$ cat src/sv/rotenc_pkg.sv
package rotenc_pkg;

	// Default number of encoders handled by one block.
	localparam int NUM_ENCODERS_DEF = 16;

	// Configuration register indexes.
	localparam logic CFG_DEBOUNCE_TIME = 1'b0;
	localparam logic CFG_PRESS_TIME    = 1'b1;

	// Reset values of the configuration registers.
	localparam logic [15:0] DEBOUNCE_TIME_RST = 16'd10;
	localparam logic [15:0] PRESS_TIME_RST    = 16'd50;

	// Step modes.
	localparam logic [1:0] MODE_FULL    = 2'd0;
	localparam logic [1:0] MODE_HALF    = 2'd1;
	localparam logic [1:0] MODE_QUARTER = 2'd2;

	// Direction codes as reported and latched.
	localparam logic [1:0] EVT_NONE = 2'd0;
	localparam logic [1:0] EVT_CW   = 2'd1;
	localparam logic [1:0] EVT_CCW  = 2'd2;

	// Direction flags inside a table entry.
	localparam logic [5:0] DIR_CW  = 6'h10;
	localparam logic [5:0] DIR_CCW = 6'h20;

	localparam logic [5:0] FULL_TAB [7][4] = '{
		'{6'h0, 6'h5, 6'h2, 6'h0},
		'{DIR_CW, 6'h1, 6'h1, 6'h1},
		'{6'h0, 6'h2, 6'h2, 6'h3},
		'{6'h0, 6'h1, 6'h3, 6'h3},
		'{6'h0, 6'h4, 6'h6, 6'h4},
		'{6'h0, 6'h5, 6'h5, 6'h4},
		'{DIR_CCW, 6'h6, 6'h6, 6'h6}
	};

	localparam logic [5:0] HALF_TAB [6][4] = '{
		'{6'h0, 6'h4, 6'h2, 6'h3},
		'{DIR_CW, 6'h1, 6'h1, 6'h1},
		'{6'h2, 6'h2, 6'h2, 6'h3 | DIR_CW},
		'{6'h0, 6'h1, 6'h5, 6'h3},
		'{6'h4, 6'h4, 6'h4, 6'h3 | DIR_CCW},
		'{DIR_CCW, 6'h5, 6'h5, 6'h5}
	};

	localparam logic [5:0] QUART_TAB [4][4] = '{
		'{6'h0, 6'h1 | DIR_CCW, 6'h2 | DIR_CW, 6'h3},
		'{DIR_CW, 6'h1, 6'h1, 6'h3 | DIR_CCW},
		'{DIR_CCW, 6'h2, 6'h2, 6'h3 | DIR_CW},
		'{6'h0, 6'h1 | DIR_CW, 6'h2 | DIR_CCW, 6'h3}
	};

	typedef struct packed {
		logic [3:0]  encoder_index;
		logic [1:0]  step_mode;
		logic        pin_a;
		logic        pin_b;
		logic [31:0] now_ms;
	} in_item_t;

	typedef struct packed {
		logic [3:0] encoder_number;
		logic [1:0] direction_event;
		logic       cw_button;
		logic       ccw_button;
	} out_item_t;

	// Next table state. A row beyond the selected table reads as row 0;
	// the unused step mode keeps the current state.
	function automatic logic [5:0] next_state(input logic [5:0] cur, input logic [1:0] mode,
		input logic [1:0] col);
		logic [3:0] row;
		logic [5:0] res;
		row = cur[3:0];
		unique case (mode)
			MODE_FULL:    res = FULL_TAB[(row < 4'd7) ? row[2:0] : 3'd0][col];
			MODE_HALF:    res = HALF_TAB[(row < 4'd6) ? row[2:0] : 3'd0][col];
			MODE_QUARTER: res = QUART_TAB[(row < 4'd4) ? row[1:0] : 2'd0][col];
			default:      res = cur;
		endcase
		return res;
	endfunction

endpackage

$ cat src/sv/rotary_encoder_step_decoder_top.sv
// A result passes through the input register and then the result register.
// Throughput: one transaction per cycle while the output is not stalled, also
// for the same encoder back to back, since the per-encoder state is updated at
// the same edge that loads the result.
// Reset (arst_n low, asynchronous): all per-encoder state clears to zero,
// debounce_time returns to 10 ms and press_time to 50 ms, both pipeline stages empty.
module rotary_encoder_step_decoder_top
	import rotenc_pkg::*;
#(
	parameter int NUM_ENCODERS = NUM_ENCODERS_DEF
) (
	input  logic        clk,
	input  logic        arst_n,
	// Configuration write port.
	input  logic        cfg_write,
	input  logic        cfg_index,
	input  logic [15:0] cfg_data,
	// Input channel.
	input  logic        in_valid,
	output logic        in_stall,
	input  in_item_t    in_data,
	// Output channel.
	output logic        out_valid,
	input  logic        out_stall,
	output out_item_t   out_data
);

	// Width of an index into the per-encoder state.
	localparam int IdxW = (NUM_ENCODERS > 1) ? $clog2(NUM_ENCODERS) : 1;

	// Configuration registers.
	logic [15:0] debounce_time_q;
	logic [15:0] press_time_q;

	always_ff @(posedge clk or negedge arst_n) begin
		if (!arst_n) begin
			debounce_time_q <= DEBOUNCE_TIME_RST;
			press_time_q    <= PRESS_TIME_RST;
		end else if (cfg_write) begin
			case (cfg_index)
				CFG_DEBOUNCE_TIME: debounce_time_q <= cfg_data;
				CFG_PRESS_TIME:    press_time_q    <= cfg_data;
				default:           ;
			endcase
		end
	end

	// Input register. The stage advances whenever it is empty, the result
	// register is empty or its transaction completes this cycle, so a new input
	// is taken even while a finished result waits on the output.
	logic     valid_s1;
	in_item_t data_s1;
	logic     adv_s1;
	logic     in_take;

	assign adv_s1   = !out_valid || !out_stall;
	assign in_stall = valid_s1 && !adv_s1;
	assign in_take  = in_valid && !in_stall;

	always_ff @(posedge clk or negedge arst_n) begin
		if (!arst_n) begin
			valid_s1 <= 1'b0;
		end else if (!valid_s1 || adv_s1) begin
			valid_s1 <= in_valid;
		end
	end

	always_ff @(posedge clk) begin
		if (in_take) begin
			data_s1 <= in_data;
		end
	end

	// Per-encoder state, one register set per encoder, read at the index of
	// the item in the input register.
	logic [5:0]  table_state_q       [NUM_ENCODERS];
	logic [1:0]  latched_direction_q [NUM_ENCODERS];
	logic [31:0] last_event_time_q   [NUM_ENCODERS];
	logic [1:0]  shown_direction_q   [NUM_ENCODERS];
	logic        cw_pressed_q        [NUM_ENCODERS];
	logic        ccw_pressed_q       [NUM_ENCODERS];

	logic [IdxW-1:0] sel;
	logic            in_range;
	logic [5:0]      new_state;
	logic [1:0]      dir;
	logic [31:0]     elapsed;
	logic            latch_now;
	logic            expired;
	logic [1:0]      latched_nx;
	logic [1:0]      shown_nx;
	logic            cw_nx;
	logic            ccw_nx;

	always_comb begin
		sel       = IdxW'(data_s1.encoder_index);
		in_range  = 32'(data_s1.encoder_index) < 32'(NUM_ENCODERS);
		new_state = next_state(table_state_q[sel], data_s1.step_mode,
			{data_s1.pin_a, data_s1.pin_b});
		dir       = new_state[5:4];
		elapsed   = data_s1.now_ms - last_event_time_q[sel];
		// A direction event latches only once the debounce window has passed.
		latch_now = (dir != EVT_NONE) && (elapsed > 32'(debounce_time_q));
		// A fresh latch restarts the time base at zero elapsed, which never
		// exceeds the press time, so only the old elapsed time can expire.
		expired    = !latch_now && (elapsed > 32'(press_time_q));
		latched_nx = latch_now ? dir : latched_direction_q[sel];
		shown_nx   = shown_direction_q[sel];
		cw_nx      = cw_pressed_q[sel];
		ccw_nx     = ccw_pressed_q[sel];
		if (expired) begin
			latched_nx = EVT_NONE;
			shown_nx   = EVT_NONE;
			cw_nx      = 1'b0;
			ccw_nx     = 1'b0;
		end else if (shown_direction_q[sel] == EVT_NONE) begin
			// The first latched direction presses its button and holds it.
			if (latched_nx == EVT_CW) begin
				cw_nx = 1'b1;
			end
			if (latched_nx == EVT_CCW) begin
				ccw_nx = 1'b1;
			end
			shown_nx = latched_nx;
		end
	end

	always_ff @(posedge clk or negedge arst_n) begin
		if (!arst_n) begin
			for (int k = 0; k < NUM_ENCODERS; k++) begin
				table_state_q[k]       <= '0;
				latched_direction_q[k] <= '0;
				last_event_time_q[k]   <= '0;
				shown_direction_q[k]   <= '0;
				cw_pressed_q[k]        <= 1'b0;
				ccw_pressed_q[k]       <= 1'b0;
			end
		end else if (valid_s1 && adv_s1 && in_range) begin
			table_state_q[sel]       <= new_state;
			latched_direction_q[sel] <= latched_nx;
			shown_direction_q[sel]   <= shown_nx;
			cw_pressed_q[sel]        <= cw_nx;
			ccw_pressed_q[sel]       <= ccw_nx;
			if (latch_now) begin
				last_event_time_q[sel] <= data_s1.now_ms;
			end
		end
	end

	// Result register. An index beyond the encoder count reports no event
	// and both buttons released.
	logic      out_valid_q;
	out_item_t out_data_q;

	always_ff @(posedge clk or negedge arst_n) begin
		if (!arst_n) begin
			out_valid_q <= 1'b0;
		end else if (adv_s1) begin
			out_valid_q <= valid_s1;
		end
	end

	always_ff @(posedge clk) begin
		if (adv_s1 && valid_s1) begin
			out_data_q.encoder_number  <= data_s1.encoder_index;
			out_data_q.direction_event <= in_range ? dir : EVT_NONE;
			out_data_q.cw_button       <= in_range && cw_nx;
			out_data_q.ccw_button      <= in_range && ccw_nx;
		end
	end

	assign out_valid = out_valid_q;
	assign out_data  = out_data_q;

	// The input side only stalls when the input register holds an item.
	a_stall_needs_item: assert property (@(posedge clk) disable iff (!arst_n)
		in_stall |-> valid_s1)
		else $error("input stalled with an empty input register");

	// An item leaving the input register lands in the result register.
	a_item_moves: assert property (@(posedge clk) disable iff (!arst_n)
		(valid_s1 && adv_s1) |=> out_valid)
		else $error("item lost between input and result register");

	// Only one virtual button can be pressed at a time.
	a_one_button: assert property (@(posedge clk) disable iff (!arst_n)
		out_valid |-> !(out_data.cw_button && out_data.ccw_button))
		else $error("both buttons pressed");

	// An encoder index beyond the encoder count gives an empty result.
	a_out_of_range: assert property (@(posedge clk) disable iff (!arst_n)
		(out_valid && (32'(out_data.encoder_number) >= 32'(NUM_ENCODERS)))
		|-> (out_data.direction_event == EVT_NONE && !out_data.cw_button
		&& !out_data.ccw_button))
		else $error("result for a missing encoder is not empty");

endmodule

$ cat config.mk
export PLATFORM = sky130hd
export DESIGN_NAME = rotary_encoder_step_decoder_top
export DESIGN_NICKNAME = d
export VERILOG_FILES = /design/src/sv/rotenc_pkg.sv /design/src/sv/rotary_encoder_step_decoder_top.sv
export SDC_FILE = /design/constraint.sdc
export NUM_CORES = 1
export LEC_CHECK = 0
export BUFFER_PORTS_ARGS = -buffer_cell sky130_fd_sc_hd__clkbuf_2
export CAP_MARGIN = 10
export CORE_ASPECT_RATIO = 0.5
export CORE_MARGIN = 4
export CORE_UTILIZATION = 65
export DETAILED_ROUTE_END_ITERATION = 6
export GPL_TIMING_DRIVEN = 1
export PLACE_DENSITY_LB_ADDON = 0.25
export SYNTH_ARGS = -nofsm -noshare
export SYNTH_HDL_FRONTEND = slang
export SYNTH_SLANG_ARGS = --single-unit
$ cat constraint.sdc
create_clock -name clk -period 13.1 [get_ports clk]
set_input_delay 3.93 -clock clk [delete_from_list [all_inputs] [get_ports clk]]
set_output_delay 3.93 -clock clk [all_outputs]
set_load 0.01 [all_outputs]
==> results of run 1 <==
==> cells in the mapped netlist, types with 5 or more instances <==
library cell  instances  share of area [%]
ha_1                 65                2.1
o31ai_1              18               0.36
clkbuf_1            111                1.1
a31oi_1              10               0.17
nand4_1              15               0.25
xnor2_1              17               0.39
inv_1                77               0.76
o21a_1                9               0.18
buf_1                14               0.14
or3_1                 6              0.099
o21ai_0             111                1.5
mux2_4                7               0.28
nand2_1             257                2.5
dfrtp_1             733                 48
o211ai_1             10               0.20
nor3_1               16               0.21
mux2_2              383                 11
mux2i_1              12               0.32
nand2b_1             10               0.17
nor2_1               40               0.40
buf_2                57               0.75
mux4_2              215                 13
nor2b_1              11               0.18
o22ai_1               5              0.083
a21oi_1              52               0.69
a21o_1               18               0.36
edfxtp_1             48                3.8
nand3_1              23               0.30
and2_1               11               0.18
dfstp_2               5               0.35
and3_1                6              0.099
mux2_1              227                6.7
xor2_1                6               0.14
nand2_2              12               0.20
buf_6                 5               0.15
a211oi_1              7               0.14
buf_4                12               0.24
==> placed cells by master (no fill, tap or decap), types with 12 or more instances in the layout <==
cell type  instances
nand2_2           14
nand2_1          255
mux4_2           215
a21oi_1           52
nor2_1            40
edfxtp_1          48
mux2i_1           12
xnor2_1           17
nor3_1            16
clkbuf_1          23
ha_1              65
inv_1             77
o31ai_1           18
clkbuf_16         72
nand3_1           23
clkbuf_2          70
o21ai_0          111
mux2_2           383
mux2_1           227
dfrtp_1          733
buf_4             38
nand4_1           15
a21o_1            18
==> cell type report <==
type,instances,share of cell area [%]
Sequential cell,786,48.6
Multi-Input combinational cell,1650,41.0
Clock buffer,102,4.84
Tap cell,768,2.35
Timing Repair Buffer,113,1.78
Inverter,77,0.706
Clock inverter,20,0.690
==> stage by stage <==
step | instance area [um^2] | total power [mW] | setup slack (ps) | hold slack, ps
after floorplan | 37900 | 4.44 | 5050 | 421
after global placement | 38700 | 4.84 | 4860 | 452
after detailed placement | 38700 | 4.93 | 4770 | 457
after CTS | 41000 | 7.03 | 4730 | 474
after global routing | 41000 | 7.35 | 4250 | 486
final | 41000 | 7.01 | 4700 | 470
==> how the worst max path moves through the flow <==
stage | slack, ps | from | end | cells after the start
finish | 4700 | sel[0] | last_event_time_q[465] | 23
global route | 4250 | sel[0] | last_event_time_q[172] | 23
CTS | 4730 | sel[0] | last_event_time_q[186] | 24
detailed placement | 4770 | sel[0] | last_event_time_q[186] | 23
global placement | 4860 | out_stall | in_stall | 4
floorplan | 5050 | out_stall | in_stall | 2
==> sequential cells by signal, summed over array words and instances, names as in the netlist <==
name                 cells
out_valid                1
shown_direction_q       32
out_data                 8
table_state_q           96
press_time_q            16
data_s1                 36
debounce_time_q         16
cw_pressed_q            16
valid_s1                 1
ccw_pressed_q           16
last_event_time_q      512
sel                      4
latched_direction_q     32
==> power by group <==
group	leakage [nW]	internal (mW)	switching, mW
combinational	7.57	0.854	0.825
sequential	10.3	2.96	0.278
clock	1.10	1.19	0.904
==> routing by layer <==
metal | GRT usage, % | up-vias | part of all wire (%)
met5 | 0 | - | 0
met4 | 7.68 | 0 | 2.6
met3 | 5.15 | 190 | 6.6
met2 | 44.5 | 778 | 47
met1 | 42.2 | 12200 | 44
li1 | - | 9924 | -
==> kinds of logic (layout without fill, tap and decap cells) <==
logic type      Yosys count  in the layout  share of synthesized area (%)
xor+xnor                 23             23                          0.532
buf+inv                 277            312                           3.15
flops                   786            786                           52.6
simple gates            424            424                           5.01
fa+ha+maj                67             67                           2.23
mux                     845            845                           31.5
compound gates          291            291                           4.96
==> tightest hold or removal path, cell delays in order, from the launching register on <==
cell	delay, ps
dfrtp_1	340
nand2_1	50
nand2_1	50
==> key figures, run 1 <==
Timing
  – Tmin final: 8400 ps
  – Pins Over Slew Limit: 0
  – Max Fclk: 119 MHz
  – Final setup viols: 0
  – Least-Margin Pin Slew: between 1000 and 1500 ps
  – Final hold violations: 0
  – Setup Skew: 32.5 ps
  – Slew HR: approximately a fifth
  – Crit share post-route: 64.1%
  – Unrepaired setup endpoints after global routing: no
  – Setup Total Neg Slack: 0 ps

Outcome
  – Status: completed

Synth
  – Mapped Area: between 30000 and 40000 um^2
  – Avg Cell Area, Syn: 14.0 um^2
  – Register area share after synthesis: 52.6%
  – Syn_nets: 2841
  – Syn Inst Count: 2713
  – Async set-or-reset flop fraction in the synthesized netlist: a little over nine tenths
  – Synth Flop Type: dfrtp_1
  – Syn. warnings: 0
  – Post-synth EDFFs: 48
  – Library cells used by synthesis: 83
  – Post-synthesis register bit count: approximately 790

Critical path
  – CP Class: flip-flop to flip-flop
  – Worst r2r src: sel[0]
  – Max FO, Critical Path: 38
  – CP arrival: 8870 ps
  – Reg2reg path depth: 23
  – CP peak stage delay: 930 ps
  – Reg-to-reg endpoint: last_event_time_q[465]
  – CP endpoint kind: flip-flop
  – Sequence of cells on the critical path: buf_4 > buf_4 > mux4_2 > mux4_2 > ha_1 > fa_1 > nor2b_1 > o211a_1 > nor2_1 > o21ai_0 > a21o_1 > a21oi_1 > xnor2_1 > ha_1 > nand4_1 > nor2_1 > a21o_1 > a311o_1 > a211oi_1 > and3_1 > a21oi_2 > nand2_2 > mux2_1
  – Delay-heaviest family, CP: compound AO/OA/AOI/OAI gates
  – Crit path buf inv count: 2
  – Worst setup SP type: flip-flop
  – WP data required: between 10000 and 15000 ps
  – Worst path slowest cell: nand2_2
  – Flop2flop setup slack: 4700 ps

Final layout
  – Synth-to-Final Area Change: 8.13%
  – Final Non-Filler Cells: 3516
  – Reg area: ~20000 um^2
  – Fillers: 3696
  – Multi-input logic area: 16800 um^2
  – Layout cell share with drive strength beyond 1: 31.3%
  – Diode count: 0
  – Final nets: 2825
  – Final core utilization: between 70% and 80%

Clock tree
  – Clk slew on worst S/H paths: 70 ps
  – Clk_lat worst skew: 610 ps
  – Post-CTS Setup Repair Bufs: 0
  – Root buffer cell: clkbuf_16
  – CTS H-tree depth: 3
  – TritonCTS clock tree: yes
  – Cts repair resizes: 0
  – Clk buf depth: 3
  – Total clock sinks: between 700 and 800
  – CTS Buf Count: 69
  – # hold bufs at CTS: 0

Placed design
  – Global placement routability congestion: 0.907
  – # port buffers: 71
  – Dpl cells: 3394
  – Hpwl dp: 51.2 mm

Detailed routing
  – Drt first pass iters: 6
  – DRT iter0 DRCs: 2136
  – Drt via density: 6.56
  – DRC: 0
  – Via count: 23100
  – Routed WL: 86.3 mm
  – Post-route ant nets: 0
  – Routed length per instance: 24.6 um

Run
  – Max-cap violations: 0

Worst hold path
  – WHS Path Cells: 2
  – Worst Hold End: table_state_q[32]
  – Min-Delay Path Class: flip-flop to flip-flop
  – Hold wc startpoint: table_state_q[32]

Floorplanning
  – Top-level port count: 72
  – CORE AREA: about 57000 um^2
  – Core Rows: 62
  – Die X: 349 um
  – Die Ht: 179 um
  – Initial Util: roughly two thirds
  – DIE AREA: 62400 um^2

Global route
  – Global-route wire length before repair: 137 mm
  – Grt ovf: 0
  – Gr usage total: 28.5%
  – Largest net degree at the start of global routing: 188
  – Vias in the first global route: 23500
  – Initial antenna violation count: 0

Power and ir drop
  – Lkg Pwr: 18.9 nW
  – VDD IR max: just over 0.00009 V
  – Power Dens Cells: between 150 and 200 nW/um^2
Power figures use the tool's default switching activity.
==> run 2: changes to the inputs <==
Settings changed: CORE_UTILIZATION 65 to 57.
Clock period 13.1 ns to 6.75 ns, I/O delays scaled along.
==> run 2 against run 1 <==
Sequential share of layout area shrank 1.4 points. Routed wire length grew 3.5%. Combinational power grew 100%. Design area grew 3.0%. Clock power grew 93%. Highest routed layer unchanged. Critical endpoint is now last_event_time_q[5].
==> key figures, run 2 (synthesis gave the netlist of run 1 again) <==
Outcome
  – Status: completed

Power and ir drop
  – Power Dens Cells: 326 nW/um^2 (+91%)
  – VDD IR max: 0.000217 V (+130%)
  – Lkg Pwr: 19.5 nW (+3.1%)

Global route
  – Global-route wire length before repair: 142 mm (+3.6%)
  – Initial antenna violation count: 0 (unchanged)
  – Largest net degree at the start of global routing: 169 (-10%)
  – Gr usage total: 26.0% (-2.5 points)
  – Met2 Usage GRT: 40.5% (-4.1 points)
  – GR met3 Demand/Resource: 4.80% (-0.35 points)
  – Grt ovf: 0 (unchanged)
  – Grt met1 use: 38.9% (-3.2 points)
  – Busiest grt layer: met2
  – Vias in the first global route: 23900 (+1.5%)

Floorplanning
  – Top-level port count: 72 (unchanged)
  – DIE AREA: 70900 um^2 (+14%)
  – Die X: 373 um (+6.6%)
  – Die Ht: 190 um (+6.5%)
  – Core Rows: 66 (+6.5%)
  – CORE AREA: 65400 um^2 (+14%)
  – Initial Util: 57.9% (-8.0 points)

Final layout
  – Final Non-Filler Cells: 3707 (+5.4%)
  – Commonest non-fill, non-tap cell in the layout: dfrtp_1
  – Commonest non-fill, non-tap cells in the layout: dfrtp_1 (733), mux2_2 (383), nand2_1 (255)
  – Max FFs per register: 512 (unchanged)
  – Multi-input logic area: 16800 um^2 (+0.28%)
  – Layout cell share with drive strength beyond 1: 33.4% (+2.1 points)
  – Regs by FF count: last_event_time_q x512, table_state_q x96, data_s1 x36
  – Synth-to-Final Area Change: 11.3%
  – Reg area: 19900 um^2 (unchanged)
  – Design area: 42200 um^2 (+3.0%)
  – Fillers: 4730 (+28%)
  – Final nets: 2896 (+2.5%)
  – Most flop-heavy register: last_event_time_q
  – Diode count: 0 (unchanged)

Timing
  – Pins Over Slew Limit: 0 (unchanged)
  – Slew HR: 29.3% (+9.5 points)
  – Crit share post-route: 95.1% (+31 points)
  – Max Fclk: 156 MHz (+31%)
  – Final setup viols: 0 (unchanged)
  – Final hold violations: 0 (unchanged)
  – Unrepaired setup endpoints after global routing: no
  – Tmin final: 6420 ps (-1980 ps)
  – Least-Margin Pin Slew: 1050 ps (-145 ps)
  – Setup Total Neg Slack: 0 ps (unchanged)
  – Setup Skew: 24.3 ps (-8.12 ps)

Detailed routing
  – Routed WL: 89.3 mm (+3.5%)
  – Via count: 23100 (+0.20%)
  – Routed length per instance: 24.1 um (-1.9%)
  – Drt first pass iters: 6 (unchanged)
  – DRC: 0 (unchanged)
  – DRT iter0 DRCs: 2220 (+3.9%)
  – Post-route ant nets: 0 (unchanged)
  – Drt via density: 6.23 (-5.0%)

Placed design
  – Post-Place Cell Area: 39800 um^2 (+2.9%)
  – # port buffers: 71 (unchanged)
  – Hpwl dp: 57.6 mm (+13%)
  – Dpl cells: 3579 (+5.5%)
  – Global placement routability congestion: 0.898 (-0.97%)

Critical path
  – Worst setup SP type: flip-flop
  – Flop2flop setup slack: 330 ps (-4370 ps)
  – Worst r2r src: sel[0]
  – Max FO, Critical Path: 27 (-29%)
  – CP Class: flip-flop to flip-flop
  – WP data required: 7250 ps (-6320 ps)
  – Reg2reg path depth: 24 (+4.3%)
  – Reg-to-reg endpoint: last_event_time_q[5]
  – CP endpoint kind: flip-flop
  – CP arrival: 6920 ps (-1950 ps)

Clock tree
  – CTS H-tree depth: 3 (unchanged)
  – # hold bufs at CTS: 0 (unchanged)
  – Root buffer cell: clkbuf_16
  – CTS Buf Count: 70 (+1.4%)
  – Clk slew on worst S/H paths: 70 ps (about the same)
  – Clk_lat worst skew: 630 ps (+20 ps)
  – Clk buf depth: 3 (unchanged)
  – TritonCTS clock tree: yes
  – Total clock sinks: 786 (unchanged)

Run
  – Max-cap violations: 0 (unchanged)

Worst hold path
  – WHS Path Cells: 2 (unchanged)
  – Min-Delay Path Class: flip-flop to flip-flop
  – Hold wc startpoint: ccw_pressed_q[12]
  – Worst Hold End: ccw_pressed_q[12]
run 2: changes by cell type in the layout (fill, tap and decap cells not counted), moves of 2 or more:
cell / change
clkbuf_8: +4
a211oi_1: -2
o21ai_1: +2
inv_6: +2
clkbuf_16: +2
clkinv_2: +5
o21ai_0: -2
buf_12: +36
a211oi_2: +2
clkbuf_1: -5
bufinv_16: -4
buf_4: +33
run 2: metrics by stage:
| step | worst slack, ps | hold WS [ps] | utilization (%) | power [mW] |
|---|---|---|---|---|
| finish | 332 | 472 | 64.5 | 13.8 |
| CTS | 37.7 | 477 | 64.4 | 13.8 |
| detailed placement | 89.9 | 462 | 60.9 | 9.73 |
| floorplan | 9.21 | 421 | - | 8.63 |
| global placement | 211 | 452 | 60.9 | 9.56 |
| global route | 30.7 | 498 | 64.5 | 14.5 |
run 2: what timing repair did:
item / 4_1_cts / 5_1_grt
setup endpoints to repair: 0 / 591
resized for setup: 0 / 7
buffers inserted: 0 / 1
run 2: metal layers:
metal  wire length (um)  part of all wire, %  up-vias
met4               1650                  1.8        0
met3               5000                  5.6      133
met2              41200                   46      615
met1              41500                   46    12300
li1                   -                    -    10100
met5                  0                    0        -
run 2: critical path: stages, from the launching register on:
cell and delay [ps]:
edfxtp_1 440, buf_12 230, buf_12 180, buf_4 180, mux4_2 510, mux4_2 470, inv_1 70, ha_1 310
nand4_1 210, o221a_2 350, o21a_1 230, and2_1 230, xnor2_1 140, buf_4 170, ha_1 300, nand4_1 90
nor2_1 70, a21o_1 170, a311o_1 370, a211oi_2 260, nand3_1 230, nand2_2 330, nor2_4 110, buf_12 230
mux2_1 330
run 2: worst max path at each step:
stage,depth (start not counted),startpoint,endpoint,slack (ps)
after global placement,18,sel[0],shown_direction_q[18],210
after global routing,20,sel[0],last_event_time_q[5],30
final,24,sel[0],last_event_time_q[5],330
after detailed placement,18,sel[0],shown_direction_q[8],90
after floorplan,33,sel[1],last_event_time_q[117],9
after CTS,18,sel[0],shown_direction_q[12],40
run 2: cell type report:
class,instances,area share [%]
clock inverters,24,0.516
clock buffers,103,4.91
inverters,77,0.685
well taps,884,2.62
repair buffers,183,4.09
multi-input cells,1650,40.0
flip-flops and latches,786,47.2
run 2: report_power, final:
group / leakage (nW) / switching, mW / internal (mW)
Sequential: 10.3 / 0.536 / 5.74
Combinational: 8.12 / 1.66 / 1.77
Clock: 1.12 / 1.79 / 2.26
==> run 3: changes to the inputs <==
Settings changed: CORE_UTILIZATION 57 to 45.
==> run 3 against run 2 <==
Sequential power is essentially flat. Power grew 1.9%. Flip-flop and latch count is the same. Design area grew 1.4%.
==> key figures, run 3 (synthesis gave the netlist of run 1 again) <==
Outcome
  – Status: completed

Final layout
  – Regs by FF count: last_event_time_q x512, table_state_q x96, data_s1 x36
  – Layout cell share with drive strength beyond 1: 33.8% (+0.40 points)
  – Commonest non-fill, non-tap cells in the layout: dfrtp_1 (733), mux2_2 (383), nand2_1 (255)
  – Synth-to-Final Area Change: 12.9%
  – Diode count: 0 (unchanged)
  – Most flop-heavy register: last_event_time_q
  – Final nets: 2908 (+0.41%)
  – Max FFs per register: 512 (unchanged)
  – Commonest non-fill, non-tap cell in the layout: dfrtp_1

Timing
  – Crit share post-route: 96.8% (+1.7 points)
  – Max Fclk: 153 MHz (-1.7%)
  – Final hold violations: 0 (unchanged)
  – Unrepaired setup endpoints after global routing: no
  – Pins Over Slew Limit: 0 (unchanged)
  – Slew HR: 26.4% (-2.8 points)
  – WHS: 473 ps (+0.998 ps)
  – Least-Margin Pin Slew: 1100 ps (+44.8 ps)
  – Setup Skew: 33.4 ps (+9.05 ps)
  – Setup Total Neg Slack: 0 ps (unchanged)
  – Tmin final: 6530 ps (+114 ps)
  – Worst setup margin: 218 ps (-114 ps)
  – Final setup viols: 0 (unchanged)

Detailed routing
  – Post-route ant nets: 0 (unchanged)
  – DRC: 0 (unchanged)
  – Routed WL: 92.1 mm (+3.1%)
  – Via count: 22900 (-0.91%)
  – Routed length per instance: 23.4 um (-3.0%)
  – Drt first pass iters: 5 (-1)
  – DRT iter0 DRCs: 1798 (-19%)
  – Drt via density: 5.81 (-6.7%)

Global route
  – Global-route wire length before repair: 145 mm (+2.2%)
  – Vias in the first global route: 23700 (-0.52%)
  – Largest net degree at the start of global routing: 143 (-15%)
  – Grt ovf: 0 (unchanged)
  – Initial antenna violation count: 2 (+2)
  – Gr usage total: 21.2% (-4.8 points)

Floorplanning
  – Core Rows: 74 (+12%)
  – Initial Util: 45.9% (-12 points)
  – Top-level port count: 72 (unchanged)
  – CORE AREA: 82500 um^2 (+26%)
  – Die X: 418 um (+12%)
  – DIE AREA: 89200 um^2 (+26%)
  – Die Ht: 213 um (+12%)

Clock tree
  – Total clock sinks: 786 (unchanged)
  – TritonCTS clock tree: yes
  – CTS Buf Count: 74 (+5.7%)
  – Clk buf depth: 3 (unchanged)
  – Clk slew on worst S/H paths: 60 ps (about the same)
  – Clk_lat worst skew: 660 ps (+30 ps)
  – # hold bufs at CTS: 0 (unchanged)
  – CTS H-tree depth: 3 (unchanged)
  – Root buffer cell: clkbuf_16

Critical path
  – Worst setup SP type: flip-flop
  – CP arrival: 7070 ps (+150 ps)
  – WP data required: 7280 ps (+30 ps)
  – Max FO, Critical Path: 14 (-48%)
  – CP Class: flip-flop to flip-flop
  – CP endpoint kind: flip-flop

Placed design
  – # port buffers: 71 (unchanged)
  – Global placement routability congestion: 0.891 (-0.77%)
  – Hpwl dp: 59.2 mm (+2.7%)
  – Setup WS pre-CTS: 94.1 ps (+4.19 ps)

Power and ir drop
  – VDD IR max: 0.000189 V (-13%)
  – Power Dens Cells: 328 nW/um^2 (+0.52%)
  – Lkg Pwr: 19.7 nW (+0.86%)

Worst hold path
  – Min-Delay Path Class: flip-flop to flip-flop

Run
  – Max-cap violations: 0 (unchanged)
run 3: critical path, stage by stage, from the launching register on:
cell,delay [ps]
edfxtp_1,480
clkbuf_16,250
buf_4,130
mux4_2,520
mux4_2,480
inv_1,150
ha_1,290
a21oi_1,200
o21ai_0,180
a31oi_1,380
nand2_1,270
a31oi_1,260
xnor2_1,160
buf_4,180
ha_1,260
nand4_1,110
nor2_1,60
a21o_1,170
a311o_1,360
a211oi_2,250
and3_1,230
a21oi_2,70
buf_12,200
nand2_2,180
buf_12,190
mux2_2,350
run 3: timing repair:
action | CTS | global route
setup endpoints to repair | 0 | 594
resized for setup | 0 | 9
hold endpoints to repair | 0 | 0
buffers inserted | 0 | 7
run 3: through the flow:
stage | instance area, um^2 | std cells | utilization, % | power (mW)
2_1_floorplan | 37900 | 2713 | - | 8.63
3_5_place_dp | 40200 | 3798 | 48.7 | 9.70
4_1_cts | 42700 | 3931 | 51.7 | 14.1
6_report | 42800 | 3939 | 51.9 | 14.0
5_1_grt | 42800 | 3939 | 51.9 | 14.8
3_3_place_gp | 40200 | 3798 | 48.7 | 9.59
run 3: power by group:
part           switching [mW]  total [mW]  internal [mW]
Clock                    1.87        4.36           2.50
Combinational            1.65        3.40           1.76
Sequential              0.517        6.26           5.74
Total                    4.03        14.0           10.0
run 3: layout make-up:
class	instances	area, um^2
sequential	786	19900
tap	1102	1380
clock inverter	26	349
inverter	77	289
multi-input combinational	1650	16800
timing repair buffer	191	1860
clock buffer	107	2150
fill	6845	39700
run 3: worst paths after layout:
path	startpoint	to	slack, ps	depth (start not counted)
setup / recovery	sel[0]	last_event_time_q[45]	220	25
hold / removal	ccw_pressed_q[4]	ccw_pressed_q[4]	470	2
setup reg to reg	sel[0]	last_event_time_q[45]	220	25
hold reg to reg	ccw_pressed_q[4]	ccw_pressed_q[4]	470	2
max in group asynchronous	arst_n	table_state_q[13]	3930	2
min in group asynchronous	arst_n	last_event_time_q[112]	1460	1
run 3: metal layers:
| layer | part of all wire, % | GRT usage (%) |
|---|---|---|
| met1 | 47 | 31.3 |
| met2 | 44 | 31.8 |
| met3 | 6.4 | 4.99 |
| met4 | 2.2 | 5.36 |
| met5 | 0.012 | 0 |
